[src/rtl/mpr_pkg.sv]
// ----------------------------------------------------------------------------
// mpr_pkg: shared types for the mesh ping responder
// Holds the request, result and register-set types and the request codes
// used by the top level and the ping engine.
// ----------------------------------------------------------------------------
package mpr_pkg;

   // Widths of the stream payloads.
   localparam int unsigned ReqDataWidth = 40;
   localparam int unsigned ReqUserWidth = 2;
   localparam int unsigned RspDataWidth = 48;
   localparam int unsigned RspUserWidth = 4;
   localparam int unsigned CsrIdxWidth  = 3;
   localparam int unsigned CsrDataWidth = 16;

   // Register indexes of the configuration port.
   localparam logic [CsrIdxWidth-1:0] REG_MY_NODE         = 3'd0;
   localparam logic [CsrIdxWidth-1:0] REG_ACK_TIMEOUT     = 3'd1;
   localparam logic [CsrIdxWidth-1:0] REG_MAX_RETRIES     = 3'd2;
   localparam logic [CsrIdxWidth-1:0] REG_RETRY_GAP       = 3'd3;
   localparam logic [CsrIdxWidth-1:0] REG_DIR_TO_CHILDREN = 3'd4;
   localparam logic [CsrIdxWidth-1:0] REG_DIR_TO_PARENT   = 3'd5;
   localparam logic [CsrIdxWidth-1:0] REG_DIR_TO_OTHERS   = 3'd6;

   // Request kinds carried in the func field.
   localparam logic [1:0] FUNC_TICK   = 2'd0;
   localparam logic [1:0] FUNC_FRAME  = 2'd1;
   localparam logic [1:0] FUNC_START  = 2'd2;
   localparam logic [1:0] FUNC_UNUSED = 2'd3;

   // Upper nibble of the frame flags.
   localparam logic [3:0] KIND_REQUEST  = 4'hf;
   localparam logic [3:0] KIND_RESPONSE = 4'h0;

   // One incoming request.
   typedef struct packed {
      logic [1:0] func;
      logic [7:0] frame_dst;
      logic [7:0] frame_src;
      logic [7:0] frame_flags;
      logic [7:0] target_node;
      logic [3:0] target_direction;
   } item_type;

   // One result item.
   typedef struct packed {
      logic       send_valid;
      logic [7:0] send_node;
      logic [7:0] send_flags;
      logic       parent_valid;
      logic [7:0] parent_node;
      logic       route_valid;
      logic [7:0] route_index;
      logic [7:0] route_value;
      logic       ping_done;
      logic [7:0] ping_result;
   } result_type;

   // Configuration register set.
   typedef struct packed {
      logic [7:0]  my_node;
      logic [7:0]  ack_timeout;
      logic [7:0]  max_retries;
      logic [15:0] retry_gap;
      logic [3:0]  dir_to_children;
      logic [3:0]  dir_to_parent;
      logic [3:0]  dir_to_others;
   } cfg_type;

endpackage

[src/rtl/mpr_engine.sv]
// ----------------------------------------------------------------------------
// mpr_engine: ping state and single-pass request decode
// Decodes one registered request against the ping state, forms its result
// and updates the state when the request is retired.
// ----------------------------------------------------------------------------
module mpr_engine (
   input  logic               clock,
   input  logic               reset,
   input  logic               fire,
   input  mpr_pkg::item_type  item,
   input  mpr_pkg::cfg_type   cfg,
   output mpr_pkg::result_type res,
   output logic               has_result
);

   localparam logic [1:0] PH_IDLE = 2'd0;
   localparam logic [1:0] PH_WAIT = 2'd1;
   localparam logic [1:0] PH_GAP  = 2'd2;

   localparam logic [7:0] RESULT_FAIL   = 8'hff;
   localparam logic [15:0] LAT_MAX      = 16'd254;

   logic [1:0]  phase_ff, phase_in;
   logic [15:0] elapsed_ff, elapsed_in;
   logic [7:0]  target_ff, target_in;
   logic [3:0]  direction_ff, direction_in;
   logic [7:0]  retries_ff, retries_in;

   logic [3:0]  kind;
   logic [3:0]  dir;
   logic [15:0] latency;

   assign kind    = item.frame_flags[7:4];
   assign dir     = item.frame_flags[3:0];
   assign latency = (elapsed_ff > LAT_MAX) ? LAT_MAX : elapsed_ff;

   // Result and next state for the request held at the input register.
   always_comb begin
      phase_in     = phase_ff;
      elapsed_in   = elapsed_ff;
      target_in    = target_ff;
      direction_in = direction_ff;
      retries_in   = retries_ff;
      res          = '0;
      case (item.func)
         mpr_pkg::FUNC_TICK: begin
            if (phase_ff == PH_WAIT) begin
               if (elapsed_ff >= {8'd0, cfg.ack_timeout}) begin
                  elapsed_in = '0;
                  if (retries_ff == 8'd0) begin
                     phase_in      = PH_IDLE;
                     res.ping_done   = 1'b1;
                     res.ping_result = RESULT_FAIL;
                  end else begin
                     phase_in = PH_GAP;
                  end
               end else begin
                  elapsed_in = elapsed_ff + 16'd1;
               end
            end else if (phase_ff == PH_GAP) begin
               if (elapsed_ff >= cfg.retry_gap) begin
                  retries_in     = retries_ff - 8'd1;
                  phase_in       = PH_WAIT;
                  elapsed_in     = '0;
                  res.send_valid = 1'b1;
                  res.send_node  = target_ff;
                  res.send_flags = {mpr_pkg::KIND_REQUEST, direction_ff};
               end else begin
                  elapsed_in = elapsed_ff + 16'd1;
               end
            end
         end
         mpr_pkg::FUNC_FRAME: begin
            if (item.frame_dst == cfg.my_node) begin
               if (kind == mpr_pkg::KIND_REQUEST) begin
                  // Answer the request; the reply direction follows its origin.
                  res.send_valid = 1'b1;
                  res.send_node  = item.frame_src;
                  if (dir == cfg.dir_to_children) begin
                     res.send_flags   = {4'd0, cfg.dir_to_parent};
                     res.parent_valid = 1'b1;
                     res.parent_node  = item.frame_src;
                  end else if (dir == cfg.dir_to_parent) begin
                     res.send_flags  = {4'd0, cfg.dir_to_children};
                     res.route_valid = 1'b1;
                     res.route_index = item.frame_src;
                     res.route_value = cfg.my_node;
                  end else begin
                     res.send_flags = {4'd0, cfg.dir_to_others};
                  end
               end else if (kind == mpr_pkg::KIND_RESPONSE && phase_ff == PH_WAIT &&
                            item.frame_src == target_ff) begin
                  phase_in        = PH_IDLE;
                  elapsed_in      = '0;
                  res.ping_done   = 1'b1;
                  res.ping_result = latency[7:0];
               end
            end else if (dir == cfg.dir_to_children) begin
               // Overheard frame toward children teaches a neighbor entry.
               res.route_valid = 1'b1;
               res.route_index = item.frame_dst;
               res.route_value = item.frame_src;
            end
         end
         mpr_pkg::FUNC_START: begin
            target_in      = item.target_node;
            direction_in   = item.target_direction;
            retries_in     = cfg.max_retries;
            phase_in       = PH_WAIT;
            elapsed_in     = '0;
            res.send_valid = 1'b1;
            res.send_node  = item.target_node;
            res.send_flags = {mpr_pkg::KIND_REQUEST, item.target_direction};
         end
         default: begin
         end
      endcase
   end

   assign has_result = res.send_valid | res.parent_valid | res.route_valid | res.ping_done;

   // Ping state is updated only when the request retires.
   always_ff @(posedge clock) begin
      if (reset) begin
         phase_ff     <= PH_IDLE;
         elapsed_ff   <= '0;
         target_ff    <= '0;
         direction_ff <= '0;
         retries_ff   <= '0;
      end else if (fire) begin
         phase_ff     <= phase_in;
         elapsed_ff   <= elapsed_in;
         target_ff    <= target_in;
         direction_ff <= direction_in;
         retries_ff   <= retries_in;
      end
   end

endmodule

[src/rtl/mesh_ping_responder_and_retry.sv]
// ----------------------------------------------------------------------------
// mesh_ping_responder_and_retry: short-ping handling for one mesh node
// Answers ping requests, learns routes from ping traffic and runs one
// outgoing ping with timeout and retries.
// ----------------------------------------------------------------------------
// The block takes one request per clock cycle while no request is held,
// whether it is a millisecond tick, a received ping frame or a start-ping
// command. A request goes into an input register, is decoded against the ping
// state in one pass, and its result, if it has one, is written to the output
// register when the request retires. The output register lets a new request in
// while a result waits for the sink; a request is held only when it has a
// result and the output register is still full. Requests that cause no result
// retire silently. Registers are written through the csr_ port, which is
// always ready; write them only while no request is in flight.
module mesh_ping_responder_and_retry (
   input  logic        clock,
   input  logic        reset,
   // Request channel.
   input  logic        req_tvalid,
   output logic        req_tready,
   // tdata: frame_dst[7:0], frame_src[15:8], frame_flags[23:16],
   //        target_node[31:24], target_direction[35:32], zero pad[39:36]
   input  logic [mpr_pkg::ReqDataWidth-1:0] req_tdata,
   // tuser: func[1:0]
   input  logic [mpr_pkg::ReqUserWidth-1:0] req_tuser,
   // Result channel.
   output logic        rsp_tvalid,
   input  logic        rsp_tready,
   // tdata: send_node[7:0], send_flags[15:8], parent_node[23:16],
   //        route_index[31:24], route_value[39:32], ping_result[47:40]
   output logic [mpr_pkg::RspDataWidth-1:0] rsp_tdata,
   // tuser: send_valid[0], parent_valid[1], route_valid[2], ping_done[3]
   output logic [mpr_pkg::RspUserWidth-1:0] rsp_tuser,
   // Register write port.
   input  logic        csr_valid,
   output logic        csr_ready,
   input  logic [mpr_pkg::CsrIdxWidth-1:0]  csr_index,
   input  logic [mpr_pkg::CsrDataWidth-1:0] csr_data
);

   mpr_pkg::cfg_type    cfg_ff;
   mpr_pkg::item_type   s1_item_ff;
   logic                s1_valid_ff;
   mpr_pkg::result_type rsp_res_ff;
   logic                rsp_valid_ff;

   mpr_pkg::result_type res;
   logic                has_result;
   logic                out_free;
   logic                fire;
   logic                csr_write;

   // Configuration registers.
   assign csr_ready = 1'b1;
   assign csr_write = csr_valid & csr_ready;

   always_ff @(posedge clock) begin
      if (reset) begin
         cfg_ff.my_node         <= 8'd0;
         cfg_ff.ack_timeout     <= 8'd5;
         cfg_ff.max_retries     <= 8'd3;
         cfg_ff.retry_gap       <= 16'd100;
         cfg_ff.dir_to_children <= 4'd1;
         cfg_ff.dir_to_parent   <= 4'd2;
         cfg_ff.dir_to_others   <= 4'd3;
      end else if (csr_write) begin
         case (csr_index)
            mpr_pkg::REG_MY_NODE:         cfg_ff.my_node         <= csr_data[7:0];
            mpr_pkg::REG_ACK_TIMEOUT:     cfg_ff.ack_timeout     <= csr_data[7:0];
            mpr_pkg::REG_MAX_RETRIES:     cfg_ff.max_retries     <= csr_data[7:0];
            mpr_pkg::REG_RETRY_GAP:       cfg_ff.retry_gap       <= csr_data;
            mpr_pkg::REG_DIR_TO_CHILDREN: cfg_ff.dir_to_children <= csr_data[3:0];
            mpr_pkg::REG_DIR_TO_PARENT:   cfg_ff.dir_to_parent   <= csr_data[3:0];
            mpr_pkg::REG_DIR_TO_OTHERS:   cfg_ff.dir_to_others   <= csr_data[3:0];
            default: begin
            end
         endcase
      end
   end

   // Handshake: the held request retires unless its result finds the
   // output register occupied.
   assign out_free   = ~rsp_valid_ff | rsp_tready;
   assign fire       = s1_valid_ff & (~has_result | out_free);
   assign req_tready = ~s1_valid_ff | fire;

   // Input register.
   always_ff @(posedge clock) begin
      if (reset) begin
         s1_valid_ff <= 1'b0;
      end else if (req_tready) begin
         s1_valid_ff <= req_tvalid;
      end
   end

   always_ff @(posedge clock) begin
      if (req_tready & req_tvalid) begin
         s1_item_ff.func             <= req_tuser;
         s1_item_ff.frame_dst        <= req_tdata[7:0];
         s1_item_ff.frame_src        <= req_tdata[15:8];
         s1_item_ff.frame_flags      <= req_tdata[23:16];
         s1_item_ff.target_node      <= req_tdata[31:24];
         s1_item_ff.target_direction <= req_tdata[35:32];
      end
   end

   mpr_engine u_engine (
      .clock      (clock),
      .reset      (reset),
      .fire       (fire),
      .item       (s1_item_ff),
      .cfg        (cfg_ff),
      .res        (res),
      .has_result (has_result)
   );

   // Output register.
   always_ff @(posedge clock) begin
      if (reset) begin
         rsp_valid_ff <= 1'b0;
      end else if (out_free) begin
         rsp_valid_ff <= fire & has_result;
      end
   end

   always_ff @(posedge clock) begin
      if (fire & has_result) begin
         rsp_res_ff <= res;
      end
   end

   assign rsp_tvalid = rsp_valid_ff;
   assign rsp_tdata  = {rsp_res_ff.ping_result, rsp_res_ff.route_value,
                        rsp_res_ff.route_index, rsp_res_ff.parent_node,
                        rsp_res_ff.send_flags, rsp_res_ff.send_node};
   assign rsp_tuser  = {rsp_res_ff.ping_done, rsp_res_ff.route_valid,
                        rsp_res_ff.parent_valid, rsp_res_ff.send_valid};

endmodule

[config.mk]
export PLATFORM = sky130hd
export DESIGN_NAME = mesh_ping_responder_and_retry
export DESIGN_NICKNAME = d
export VERILOG_FILES = /design/src/rtl/mpr_pkg.sv /design/src/rtl/mpr_engine.sv /design/src/rtl/mesh_ping_responder_and_retry.sv
export SDC_FILE = /design/constraint.sdc
export NUM_CORES = 1
export LEC_CHECK = 0
export ABC_AREA = 1
export BUFFER_PORTS_ARGS = -buffer_cell sky130_fd_sc_hd__buf_2
export CORE_ASPECT_RATIO = 0.9
export CORE_MARGIN = 2
export CORE_UTILIZATION = 62
export DETAILED_ROUTE_END_ITERATION = 8
export PLACE_DENSITY = 0.85
export RECOVER_POWER = 50
export SETUP_SLACK_MARGIN = 0.2
export SYNTH_ARGS = -nofsm -noshare
export SYNTH_HDL_FRONTEND = slang
export SYNTH_SLANG_ARGS = --single-unit
[constraint.sdc]
create_clock -name clock -period 7 [get_ports clock]
set_input_delay 0.7 -clock clock [delete_from_list [all_inputs] [get_ports clock]]
set_output_delay 0.7 -clock clock [all_outputs]
set_load 0.01 [all_outputs]
==> results of run 1 <==
-- how the worst min path moves through the flow --
stage	startpoint	end	slack, ns	depth (start not counted)
finish	req_tdata[2]	s1_item_ff[30]	0.44	1
global route	req_tdata[27]	s1_item_ff[7]	0.43	1
detailed placement	cfg_ff[0]	cfg_ff[0]	0.45	2
global placement	cfg_ff[0]	cfg_ff[0]	0.44	2
CTS	req_tdata[1]	s1_item_ff[29]	0.43	1
floorplan	cfg_ff[35]	cfg_ff[35]	0.42	2
-- area by class of cell --
class	count	area, µm²	area share (%)
inverters	141	529	5.35
well taps	172	215	2.18
multi-input cells	709	3530	35.7
repair buffers	118	524	5.30
flip-flops and latches	179	4450	45.0
clock inverters	14	208	2.10
clock buffers	18	429	4.34
-- per-stage QoR --
step                      utilization, %  power [mW]  area [µm²]  std cells  hold WS (ns)
after floorplan                        -        1.34        8700       1064         0.425
final                               71.4        2.43        9890       1351         0.441
after global routing                71.4        2.51        9890       1351         0.428
after CTS                           72.1        2.44        9980       1351         0.434
after detailed placement            67.5        1.41        9340       1319         0.450
after global placement              67.5        1.40        9340       1319         0.444
-- power breakdown --
group | internal (mW) | total (mW) | leakage (nW) | switching, mW
logic | 0.0770 | 0.228 | 2.35 | 0.151
registers | 1.14 | 1.17 | 1.54 | 0.0318
clock network | 0.633 | 1.03 | 0.305 | 0.402
total | 1.85 | 2.43 | 4.19 | 0.584
-- sequential cells by signal (all words and copies together) (netlist names) --
name	cells
s1_item_ff	38
rsp_tuser	4
rsp_tdata	45
cfg_ff	52
u_engine.elapsed_ff	16
u_engine.retries_ff	8
rsp_tvalid	1
u_engine.phase_ff	2
u_engine.target_ff	8
s1_valid_ff	1
u_engine.direction_ff	4
-- synthesized netlist by cell type, types with 5 or more instances --
master,n,area [µm²]
buf_4,5,37.5
xor2_1,10,87.6
nand3_1,41,205
clkbuf_1,24,90.1
a31oi_1,9,56.3
a22oi_1,5,37.5
edfxtp_1,87,2610
a21oi_2,6,52.6
nand4_1,10,62.6
ha_1,33,413
xnor2_1,6,52.6
inv_1,122,458
nor2_1,134,503
nand2_1,262,983
a21oi_1,85,425
inv_2,16,60.1
o211ai_1,5,37.5
o21ai_0,54,270
nor3_1,9,45.0
dfxtp_1,92,1840
-- kinds of logic (layout without fill, tap and decap cells) --
family | after synthesis | in the layout | synth area share, %
flip-flops | 179 | 179 | 51.2
multiplexers | 2 | 2 | 0.230
AND/OR/NAND/NOR | 482 | 482 | 23.1
adder cells (fa/ha/maj) | 33 | 33 | 4.75
AO/OA/AOI/OAI | 175 | 175 | 11.0
XOR/XNOR | 16 | 16 | 1.61
buffers and inverters | 176 | 291 | 8.04
other | 1 | 1 | 0.0431
-- metal layers --
| layer | track usage [%] | part of all wire, % | routed length (µm) |
|---|---|---|---|
| met1 | 39.3 | 44 | 9170 |
| met2 | 47.3 | 47 | 9880 |
| met3 | 5.82 | 8.0 | 1680 |
| met4 | 7.97 | 1.1 | 241 |
| met5 | 0 | 0 | 0 |
-- critical path: stages (launching register included) --
cell,delay [ns]
edfxtp_1,0.44
inv_1,0.12
ha_1,0.31
clkinv_1,0.46
nor2_1,0.99
nor2_1,0.08
nand2_1,0.10
nand2_1,0.09
nand3_2,0.11
nand3_1,0.14
buf_2,0.18
==> summary.md, run 1 <==
| Metric | Value |
|---|---|
| Status | finished, violations left |
| Failing checks | max-capacitance violations, max-slew violations |
| WL final | 21,000 µm |
| Count of vias placed by the detailed router | 7,437 |
| Max-Slew Margin vs Limit | -81.8% |
| Fmax achieved | 241 MHz |
| Buffer depth of the longest clock path | 2 |
| Hold-fix buffers at CTS | 0 |
| Clock buffers created by TritonCTS | 17 |
| Power Dens Cells | 246 mW/mm² |
| Startpoint-to-endpoint class of the critical path | reg2out |
| Maximum level of the CTS H-tree | 4 |
| Synth Warn # | 0 |
| Number of port buffers | 115 |
| Setup TNS Final | 0 ns |
| Number of maximum-capacitance constraint violations | 1 |
| R2R Path End | rsp_tdata[14] |
| Capture point of the critical path | req_tready |
| Clock-pin slew on the worst setup and hold paths | 0.07 ns |
| Depth of the worst register-to-register path | 10 |
| Die footprint | 0.0150 mm² |
| Number of hold-slack violations in the final timing report | 0 |
| Vertical die dimension | 116 µm |
| Routed length per placed instance | 15.5 µm |
| Minimum setup slack after placement | 3.14 ns |
| Vias/cell | 5.50 |
| Remaining Overflow, GRT | 0 |
| Commonest cells after routing, fill and taps aside | nand2_1, nor2_1, inv_1 |
| Synth cell types | 46 |
| # diodes | 0 |
| Async set-reset flop share out of synthesis | 0% |
| Reg2Reg Setup Slack | 3.04 ns |
| Global-route wire length before repair | 33,200 µm |
| Leakage Power | 4.19 nW |
| Crit Path Max Fanout | 18 |
| Width of the chip | 129 µm |
| CTS tree | built |
| Source of the critical timing path | s1_item_ff[37] |
| Core Area | 0.0139 mm² |
| Syn Inst Count | 1,064 |
| Final count of negative-setup-slack endpoints | 0 |
| Number of flops mapped to enable cells by yosys | 87 |
| Share of final-layout standard cells stronger than drive strength 1 | 10.6% |
| Post-cts resize count | 0 |
| Number of placed I/O pins | 121 |
| Primary FF master, synth | dfxtp_1 |
| Final slew viol count | 70 |
| Worst r2r src | s1_item_ff[37] |
| Endpoint kind of the worst setup timing path | primary output |
| Setup repair after global routing missed its margin | no |
| Final Critical Period | 4.15 ns |
| Syn_area_per_cell | 8.18 µm² |
| Class of the most critical hold timing path | in2reg |
| GRT Resource Usage Total | 28.8% |
| Share of the cycle needed by the critical path after routing | 59.3% |
| Maximum clock skew at final layout | 0.0122 ns |
| Mapped cell area | 0.00870 mm² |
| Post-detailed-route count of antenna-violating nets | 0 |
| Crit path launch type | flip-flop |
| Standard-cell row count | 41 |
| Net count of the mapped netlist | 1,163 |
| Least setup slack across all paths after layout | 2.85 ns |
| Clk Latency, worst-skew pair | 0.43 ns |
| Via count of the first global-routing pass | 6,743 |
| Most common cell after layout, fill and taps aside | nand2_1 |
| Final RePlAce weighted congestion | 0.871 |
| Starting Density | 62.8% |
| Number of antenna violations at the first check in global routing | 0 |
| Arrival time at the worst endpoint | 3.45 ns |
| CTS Sinks | 179 |
| DRT Pass-1 Iters | 6 |
| HPWL after detailed placement | 14,300 µm |
| Register bit total from synthesis | 179 |
| Filler instances | 1,049 |
| Peak supply drop | 265 µV |
| Part of the Yosys area used for sequential elements | 51.2% |
| Largest net degree at the start of global routing | 70 |
| Residual DRC count | 0 |
| Violation count after the first detailed-route iteration | 849 |
| Post-layout net count | 1,265 |
| Slew at the pin closest to its max-slew limit | 2.73 ns |
| Area grow syn2layout | 13.7% |
| Clock root cell | clkbuf_16 |
| Crit path required time | 6.30 ns |
| Post-CTS setup-driven buffer insertion count | 0 |
Power figures use the tool's default switching activity.
==> run 2, diff against run 1 <==
CORE_UTILIZATION = 58   (was 62)
PLACE_DENSITY = 0.8   (was 0.85)
clock period = 4 ns   (was 7 ns; I/O delays follow)
==> run 2 against run 1 <==
  * The flow now finishes without violations
  * Global-route usage is 2.8 points lower
  * Worst hold slack lost 0.31 ns
  * Sequential power is 74% higher
  * Clock-buffer cell count is 3 higher
  * Clock power is 51% higher
  * Final cell count up 2.3%
  * Wire length is 2.0% lower
  * Via count down 0.55%
  * Critical endpoint is now rsp_tdata[31]
==> summary.md, run 2 (same netlist as run 1, synthesis figures left out) <==
| Metric | Value |
|---|---|
| Endpoint kind of the worst setup timing path | flip-flop (was primary output) |
| Count of vias placed by the detailed router | 7,396 (was 7,437) |
| Residual DRC count | 0 (unchanged) |
| Total chip power | 4.00 mW (was 2.43 mW) |
| Standard-cell row count | 42 (was 41) |
| Filler instances | 1,205 (was 1,049) |
| Source of the critical timing path | u_engine.elapsed_ff[3] (was s1_item_ff[37]) |
| DRT Pass-1 Iters | 5 (was 6) |
| Reg2Reg Setup Slack | 0.74 ns (was 3.04 ns) |
| Die footprint | 0.0160 mm² (was 0.0150 mm²) |
| Number of port buffers | 115 (unchanged) |
| Cell type group with the largest total delay on the critical path | simple AND/OR/NAND/NOR gates (unchanged) |
| Commonest cells after routing, fill and taps aside | nand2_1, nor2_1, inv_1 (unchanged) |
| Number of hold-slack violations in the final timing report | 0 (unchanged) |
| Final slew viol count | 0 (was 70) |
| # diodes | 0 (unchanged) |
| WL final | 20,600 µm (was 21,000 µm) |
| Class of the most critical hold timing path | in2reg (unchanged) |
| Hold path startpoint | req_tdata[8] (was req_tdata[2]) |
| Leakage Power | 4.18 nW (was 4.19 nW) |
| Post-layout net count | 1,270 (was 1,265) |
| Most common cell after layout, fill and taps aside | nand2_1 (unchanged) |
| Via count of the first global-routing pass | 6,755 (was 6,743) |
| R2R Path End | rsp_tdata[31] (was rsp_tdata[14]) |
| Crit path required time | 4.13 ns (was 6.30 ns) |
| Final RePlAce weighted congestion | 0.870 (was 0.871) |
| HPWL after detailed placement | 14,600 µm (was 14,300 µm) |
| Clock root cell | clkbuf_16 (unchanged) |
| Depth of the worst hold-timing path | 1 (unchanged) |
| GRT Resource Usage Total | 26.0% (was 28.8%) |
| Crit path launch type | flip-flop (unchanged) |
| Clk Latency, worst-skew pair | 0.43 ns (about the same) |
| Slew at the pin closest to its max-slew limit | 1.47 ns (was 2.73 ns) |
| Max-Slew Margin vs Limit | 1.90% (was -81.8%) |
| Setup repair after global routing missed its margin | no (unchanged) |
| Vias/cell | 5.35 (was 5.50) |
| Most used cell along the critical path | inv_2 |
| Share of final-layout standard cells stronger than drive strength 1 | 11.0% (was 10.6%) |
| Maximum clock skew at final layout | 0.0121 ns (was 0.0122 ns) |
| Post-CTS setup-driven buffer insertion count | 0 (unchanged) |
| Worst r2r src | u_engine.elapsed_ff[3] (was s1_item_ff[37]) |
| Hold-fix buffers at CTS | 0 (unchanged) |
| Max reg flops | 52 (unchanged) |
| Final count of negative-setup-slack endpoints | 0 (unchanged) |
| Global-route wire length before repair | 32,600 µm (was 33,200 µm) |
| Largest net degree at the start of global routing | 58 (was 70) |
| Clock buffers created by TritonCTS | 17 (unchanged) |
| Setup TNS Final | 0 ns (unchanged) |
| Top reg by flops | cfg_ff (unchanged) |
| Final Critical Period | 3.26 ns |
| Post-cts resize count | 0 (unchanged) |
| Maximum level of the CTS H-tree | 4 (unchanged) |
| Vertical die dimension | 120 µm (was 116 µm) |
| Peak per-stage delay on the critical path | 0.46 ns (was 0.99 ns) |
| Remaining Overflow, GRT | 0 (unchanged) |
| Arrival time at the worst endpoint | 3.39 ns (was 3.45 ns) |
| Critical Path, Cell by Cell | ha_1, a21oi_1, o21ai_0, nand2_1, nand4_1, nand2_2, inv_2, nor2_4, nand3_2, nand2_2, nand2_4, inv_2, nand2_1, inv_2, buf_12 (was inv_1, ha_1, clkinv_1, nor2_1, nor2_1, nand2_1, nand2_1, nand3_2, nand3_1, buf_2) |
| Buffer depth of the longest clock path | 2 (unchanged) |
| Number of placed I/O pins | 121 (unchanged) |
| CTS tree | built (unchanged) |
| Status | complete, no violations (was finished, violations left) |
| Worst path slowest cell | dfxtp_1 (was nor2_1) |
| Startpoint-to-endpoint class of the critical path | reg2reg (was reg2out) |
| CTS Sinks | 179 (unchanged) |
| Width of the chip | 133 µm (was 129 µm) |
| Violation count after the first detailed-route iteration | 820 (was 849) |
| Area grow syn2layout | 13.6% (was 13.7%) |
| Fmax achieved | 307 MHz |
| Peak supply drop | 332 µV (was 265 µV) |
| Share of the cycle needed by the critical path after routing | 81.5% |
| Power Dens Cells | 405 mW/mm² (was 246 mW/mm²) |
| Number of antenna violations at the first check in global routing | 0 (unchanged) |
| Crit Path Max Fanout | 31 (was 18) |
| Routed length per placed instance | 14.9 µm (was 15.5 µm) |
| Post-detailed-route count of antenna-violating nets | 0 (unchanged) |
| Depth of the worst register-to-register path | 15 (was 10) |
| Core Area | 0.0147 mm² (was 0.0139 mm²) |
| Destination of the worst hold path | s1_item_ff[20] (was s1_item_ff[30]) |
| Number of maximum-capacitance constraint violations | 0 (was 1) |
| Starting Density | 59.3% (was 62.8%) |
| Combined buffer and inverter count along the critical path | 4 (was 3) |
| Clock-pin slew on the worst setup and hold paths | 0.07 ns (about the same) |
## run 2: cell types whose count changed in the layout (fill, tap and decap cells not counted), sizes merged
cell,change
inv,-2
clkbuf,+3
buf,+5
clkinvlp,+1
bufinv,-4
clkinv,+2
## run 2: worst max path at each step
stage	to	depth (start not counted)
2_1_floorplan	s1_item_ff[0]	16
3_3_place_gp	rsp_tdata[28]	18
3_5_place_dp	rsp_tdata[37]	15
4_1_cts	rsp_tdata[25]	15
5_1_grt	rsp_tdata[25]	18
6_report	rsp_tdata[31]	15
## run 2: per-stage QoR
step	util, %	instances	hold slack (ns)	instance area (µm²)	worst slack (ns)
floorplan	-	1064	0.425	8700	1.10
global placement	64.3	1350	0.443	9430	0.857
detailed placement	64.3	1350	0.443	9430	0.772
CTS	68.0	1382	0.126	9970	0.706
global route	67.4	1382	0.124	9880	0.328
finish	67.4	1382	0.135	9880	0.739
## run 2: cell type report
class | instances | area (µm²) | share of cell area [%]
clock buffers | 21 | 440 | 4.46
clock inverters | 11 | 105 | 1.06
inverters | 141 | 529 | 5.36
multi-input cells | 709 | 3530 | 35.7
flip-flops and latches | 179 | 4450 | 45.1
well taps | 198 | 248 | 2.51
repair buffers | 123 | 576 | 5.82
## run 2: power breakdown
group | leakage, nW | total [mW] | switching (mW) | internal, mW
sequential | 1.54 | 2.04 | 0.0549 | 1.99
combinational | 2.38 | 0.398 | 0.262 | 0.136
clock | 0.259 | 1.56 | 0.700 | 0.861
total | 4.18 | 4.00 | 1.02 | 2.99
## run 2: routing by layer
layer / share of wire [%] / routed length, µm / vias up / global-route usage [%]
met1: 46 / 9470 / 3412 / 36.6
li1: - / - / 3663 / -
met2: 44 / 9140 / 280 / 40.3
met3: 7.2 / 1490 / 41 / 5.58
met5: 0 / 0 / - / 0
met4: 2.3 / 463 / 0 / 8.91
==> run 3, diff against run 2 <==
ABC_AREA = 0   (was 1)
CORE_UTILIZATION = 57   (was 58)
PLACE_DENSITY = 0.79   (was 0.8)
clock period = 3.25 ns   (was 4 ns; I/O delays follow)
==> run 3 against run 2 <==
  * Flip-flop and latch count unchanged
  * Power is 21% higher
  * Synthesized cell count is 21% lower
  * Global-route usage increased by 0.33 points
  * Critical path type is now reg2out
  * Utilization is 1.6 points higher
  * Final area up 2.0%
==> summary.md, run 3 <==
| Metric | Value |
|---|---|
| Status | complete, no violations (unchanged) |
| Least setup slack across all paths after layout | 0.196 ns (was 0.739 ns) |
| Async set-reset flop share out of synthesis | 0% (unchanged) |
| Crit Path Max Fanout | 19 (was 31) |
| Number of placed I/O pins | 121 (unchanged) |
| Minimum setup slack after placement | 0.193 ns (was 0.772 ns) |
| Power Dens Cells | 479 mW/mm² (was 405 mW/mm²) |
| Syn Inst Count | 843 (was 1,064) |
| CTS Sinks | 179 (unchanged) |
| Power share of the clock group | 41.7% (was 39.0%) |
| Class of the most critical hold timing path | in2reg (unchanged) |
| Routed length per placed instance | 18.0 µm (was 14.9 µm) |
| Setup repair after global routing missed its margin | yes (was no) |
| Residual DRC count | 0 (unchanged) |
| Combinational fraction of design power | 7.3% (was 9.9%) |
| Net switching power | 1.25 mW (was 1.02 mW) |
| Crit path required time | 2.92 ns (was 4.13 ns) |
| Internal power | 3.58 mW (was 2.99 mW) |
| Net switching fraction of the power | 25.9% (was 25.4%) |
| Sequential power share | 50.9% (was 51.1%) |
| Library cell occupying the most area in the post-synthesis netlist | edfxtp_1 (unchanged) |
| Clock-pin slew on the worst setup and hold paths | 0.08 ns (was 0.07 ns) |
| Final Critical Period | 3.05 ns |
| Largest cells by area after synthesis | edfxtp_1, dfxtp_1, nand2_1 (unchanged) |
| Top reg by flops | cfg_ff (unchanged) |
| WL final | 21,300 µm (was 20,600 µm) |
| Most frequent cell after synthesis | nand2_1 (unchanged) |
| Width of the chip | 133 µm (about the same) |
| Share of the cycle needed by the critical path after routing | 94.0% |
| Core occupancy in the finished layout | 69.0% (was 67.4%) |
| Hold-fix buffers at CTS | 0 (unchanged) |
| Vias/cell | 5.85 (was 5.35) |
| Final RePlAce weighted congestion | 0.877 (was 0.870) |
| Post-synth top cells | nand2_1, dfxtp_1, edfxtp_1, a21oi_1, inv_1 (was nand2_1, nor2_1, inv_1, dfxtp_1, edfxtp_1) |
| Clk Latency, worst-skew pair | 0.44 ns (was 0.43 ns) |
| Commonest cells after routing, fill and taps aside | nand2_1, edfxtp_1, dfxtp_1 (was nand2_1, nor2_1, inv_1) |
| CTS tree | built (unchanged) |
| Area grow syn2layout | 19.0% (was 13.6%) |
| Violation count after the first detailed-route iteration | 733 (was 820) |
| Die footprint | 0.0159 mm² (was 0.0160 mm²) |
| Yosys top cell area share | 30.8% (was 30.0%) |
| Number of hold-slack violations in the final timing report | 0 (unchanged) |
| Worst r2r src | s1_item_ff[37] (was u_engine.elapsed_ff[3]) |
| Vertical die dimension | 120 µm (about the same) |
| Share of final-layout standard cells stronger than drive strength 1 | 18.1% (was 11.0%) |
| Global-route wire length before repair | 32,600 µm (about the same) |
| Number of port buffers | 115 (unchanged) |
| Standard-cell row count | 42 (unchanged) |
| Endpoint kind of the worst setup timing path | primary output (was flip-flop) |
| Filler instances | 1,160 (was 1,205) |
| Register bit total from synthesis | 179 (unchanged) |
| Count of vias placed by the detailed router | 6,914 (was 7,396) |
| Clock buffers created by TritonCTS | 17 (unchanged) |
| Post-detailed-route count of antenna-violating nets | 0 (unchanged) |
| Remaining Overflow, GRT | 0 (unchanged) |
| Final count of negative-setup-slack endpoints | 0 (unchanged) |
| Total chip power | 4.83 mW (was 4.00 mW) |
| Hold path startpoint | req_tdata[19] (was req_tdata[8]) |
| Setup TNS Final | 0 ns (unchanged) |
| Worst hold slack | 0.0486 ns (was 0.135 ns) |
| Arrival time at the worst endpoint | 2.73 ns (was 3.39 ns) |
| Number of maximum-capacitance constraint violations | 0 (unchanged) |
| Most common cell after layout, fill and taps aside | nand2_1 (unchanged) |
| Core Area | 0.0146 mm² (was 0.0147 mm²) |
| Via count of the first global-routing pass | 6,359 (was 6,755) |
| Max-Slew Margin vs Limit | 38.2% (was 1.90%) |
| Buffer depth of the longest clock path | 2 (unchanged) |
| Maximum clock skew at final layout | 0.00974 ns (was 0.0121 ns) |
| Net count of the mapped netlist | 942 (was 1,163) |
| Part of the Yosys area used for sequential elements | 52.6% (was 51.2%) |
| Fmax achieved | 327 MHz |
| Mapped cell area | 0.00847 mm² (was 0.00870 mm²) |
| Number of flops mapped to enable cells by yosys | 87 (unchanged) |
| Clock root cell | clkbuf_16 (unchanged) |
| GRT Resource Usage Total | 26.3% (was 26.0%) |
| Synth cell types | 70 (was 46) |
| Slew at the pin closest to its max-slew limit | 0.920 ns (was 1.47 ns) |
| Peak supply drop | 387 µV (was 332 µV) |
| Syn_area_per_cell | 10.0 µm² (was 8.18 µm²) |
| Primary FF master, synth | dfxtp_1 (unchanged) |
| Synth Warn # | 0 (unchanged) |
| Crit path launch type | flip-flop (unchanged) |
| # diodes | 0 (unchanged) |
| Final slew viol count | 0 (unchanged) |
| Startpoint-to-endpoint class of the critical path | reg2out (was reg2reg) |
| Largest net degree at the start of global routing | 71 (was 58) |
| Source of the critical timing path | s1_item_ff[37] (was u_engine.elapsed_ff[3]) |
| Number of antenna violations at the first check in global routing | 0 (unchanged) |
| Maximum level of the CTS H-tree | 4 (unchanged) |
| HPWL after detailed placement | 14,100 µm (was 14,600 µm) |
| Starting Density | 58.0% (was 59.3%) |
| Max reg flops | 52 (unchanged) |
| Leakage Power | 3.78 nW (was 4.18 nW) |
| Post-layout net count | 1,070 (was 1,270) |
| DRT Pass-1 Iters | 5 (unchanged) |
## run 3: worst paths after layout
kind              slack, ns  cells after the start              to
setup / recovery       0.20                      8      req_tready
hold / removal         0.05                      1  s1_item_ff[15]
setup reg to reg       0.31                     10  s1_item_ff[36]
hold reg to reg        0.46                      2      cfg_ff[16]
## run 3: final cells by class
type / count / area (µm²) / area share, %
Tap cell: 198 / 248 / 2.46
Sequential cell: 179 / 4470 / 44.3
Clock inverter: 15 / 159 / 1.58
Clock buffer: 17 / 425 / 4.22
Multi-Input combinational cell: 573 / 3770 / 37.4
Inverter: 45 / 169 / 1.67
Timing Repair Buffer: 155 / 847 / 8.40
## run 3: repair_timing
| action | CTS | global route |
|---|---|---|
| pin swaps | 7 | 9 |
| setup buffers | 5 | 4 |
| gates resized for setup | 12 | 15 |
| endpoints found under the hold margin | 0 | 0 |
| endpoints found under the setup margin | 28 | 59 |
| cloned | 0 | 1 |
## run 3: cell families after synthesis
family / Yosys count / synth area share [%]
mux: 29 / 3.44
fa+ha+maj: 33 / 4.87
xor+xnor: 24 / 2.48
buf+inv: 91 / 4.52
compound gates: 185 / 15.2
flops: 179 / 52.6
other cells: 1 / 0.0443
simple gates: 301 / 16.8
## run 3: power by group through the flow
stage	Combinational [mW]	Clock [mW]	Sequential [mW]
final	0.353	2.02	2.46
after global routing	0.385	2.11	2.46
after CTS	0.338	2.02	2.46
after detailed placement	0.330	0	2.51
after global placement	0.324	0	2.51
after floorplan	0.207	0	2.50
## run 3: critical path, stage by stage (launching register included)
cell and delay, ns:
edfxtp_1 0.46, inv_1 0.11, ha_1 0.28, inv_2 0.22, or4_4 0.62, nand3_2 0.14, o21ai_2 0.08, or2_4 0.26
buf_6 0.12
## run 3: per-layer routing
| layer | global-route usage [%] | routed length [µm] | part of all wire (%) | vias to the layer above |
|---|---|---|---|---|
| met2 | 38.7 | 9360 | 44 | 330 |
| met5 | 0 | 0 | 0 | - |
| li1 | - | - | - | 3306 |
| met1 | 38.4 | 9420 | 44 | 3255 |
| met4 | 6.52 | 241 | 1.1 | 0 |
| met3 | 7.65 | 2260 | 11 | 23 |
## run 3: stage by stage
stage                     std cells  instance area (µm²)
after floorplan                 843                 8520
after global placement         1140                 9390
after detailed placement       1140                 9390
after CTS                      1177                10100
after global routing           1182                10100
final                          1182                10100
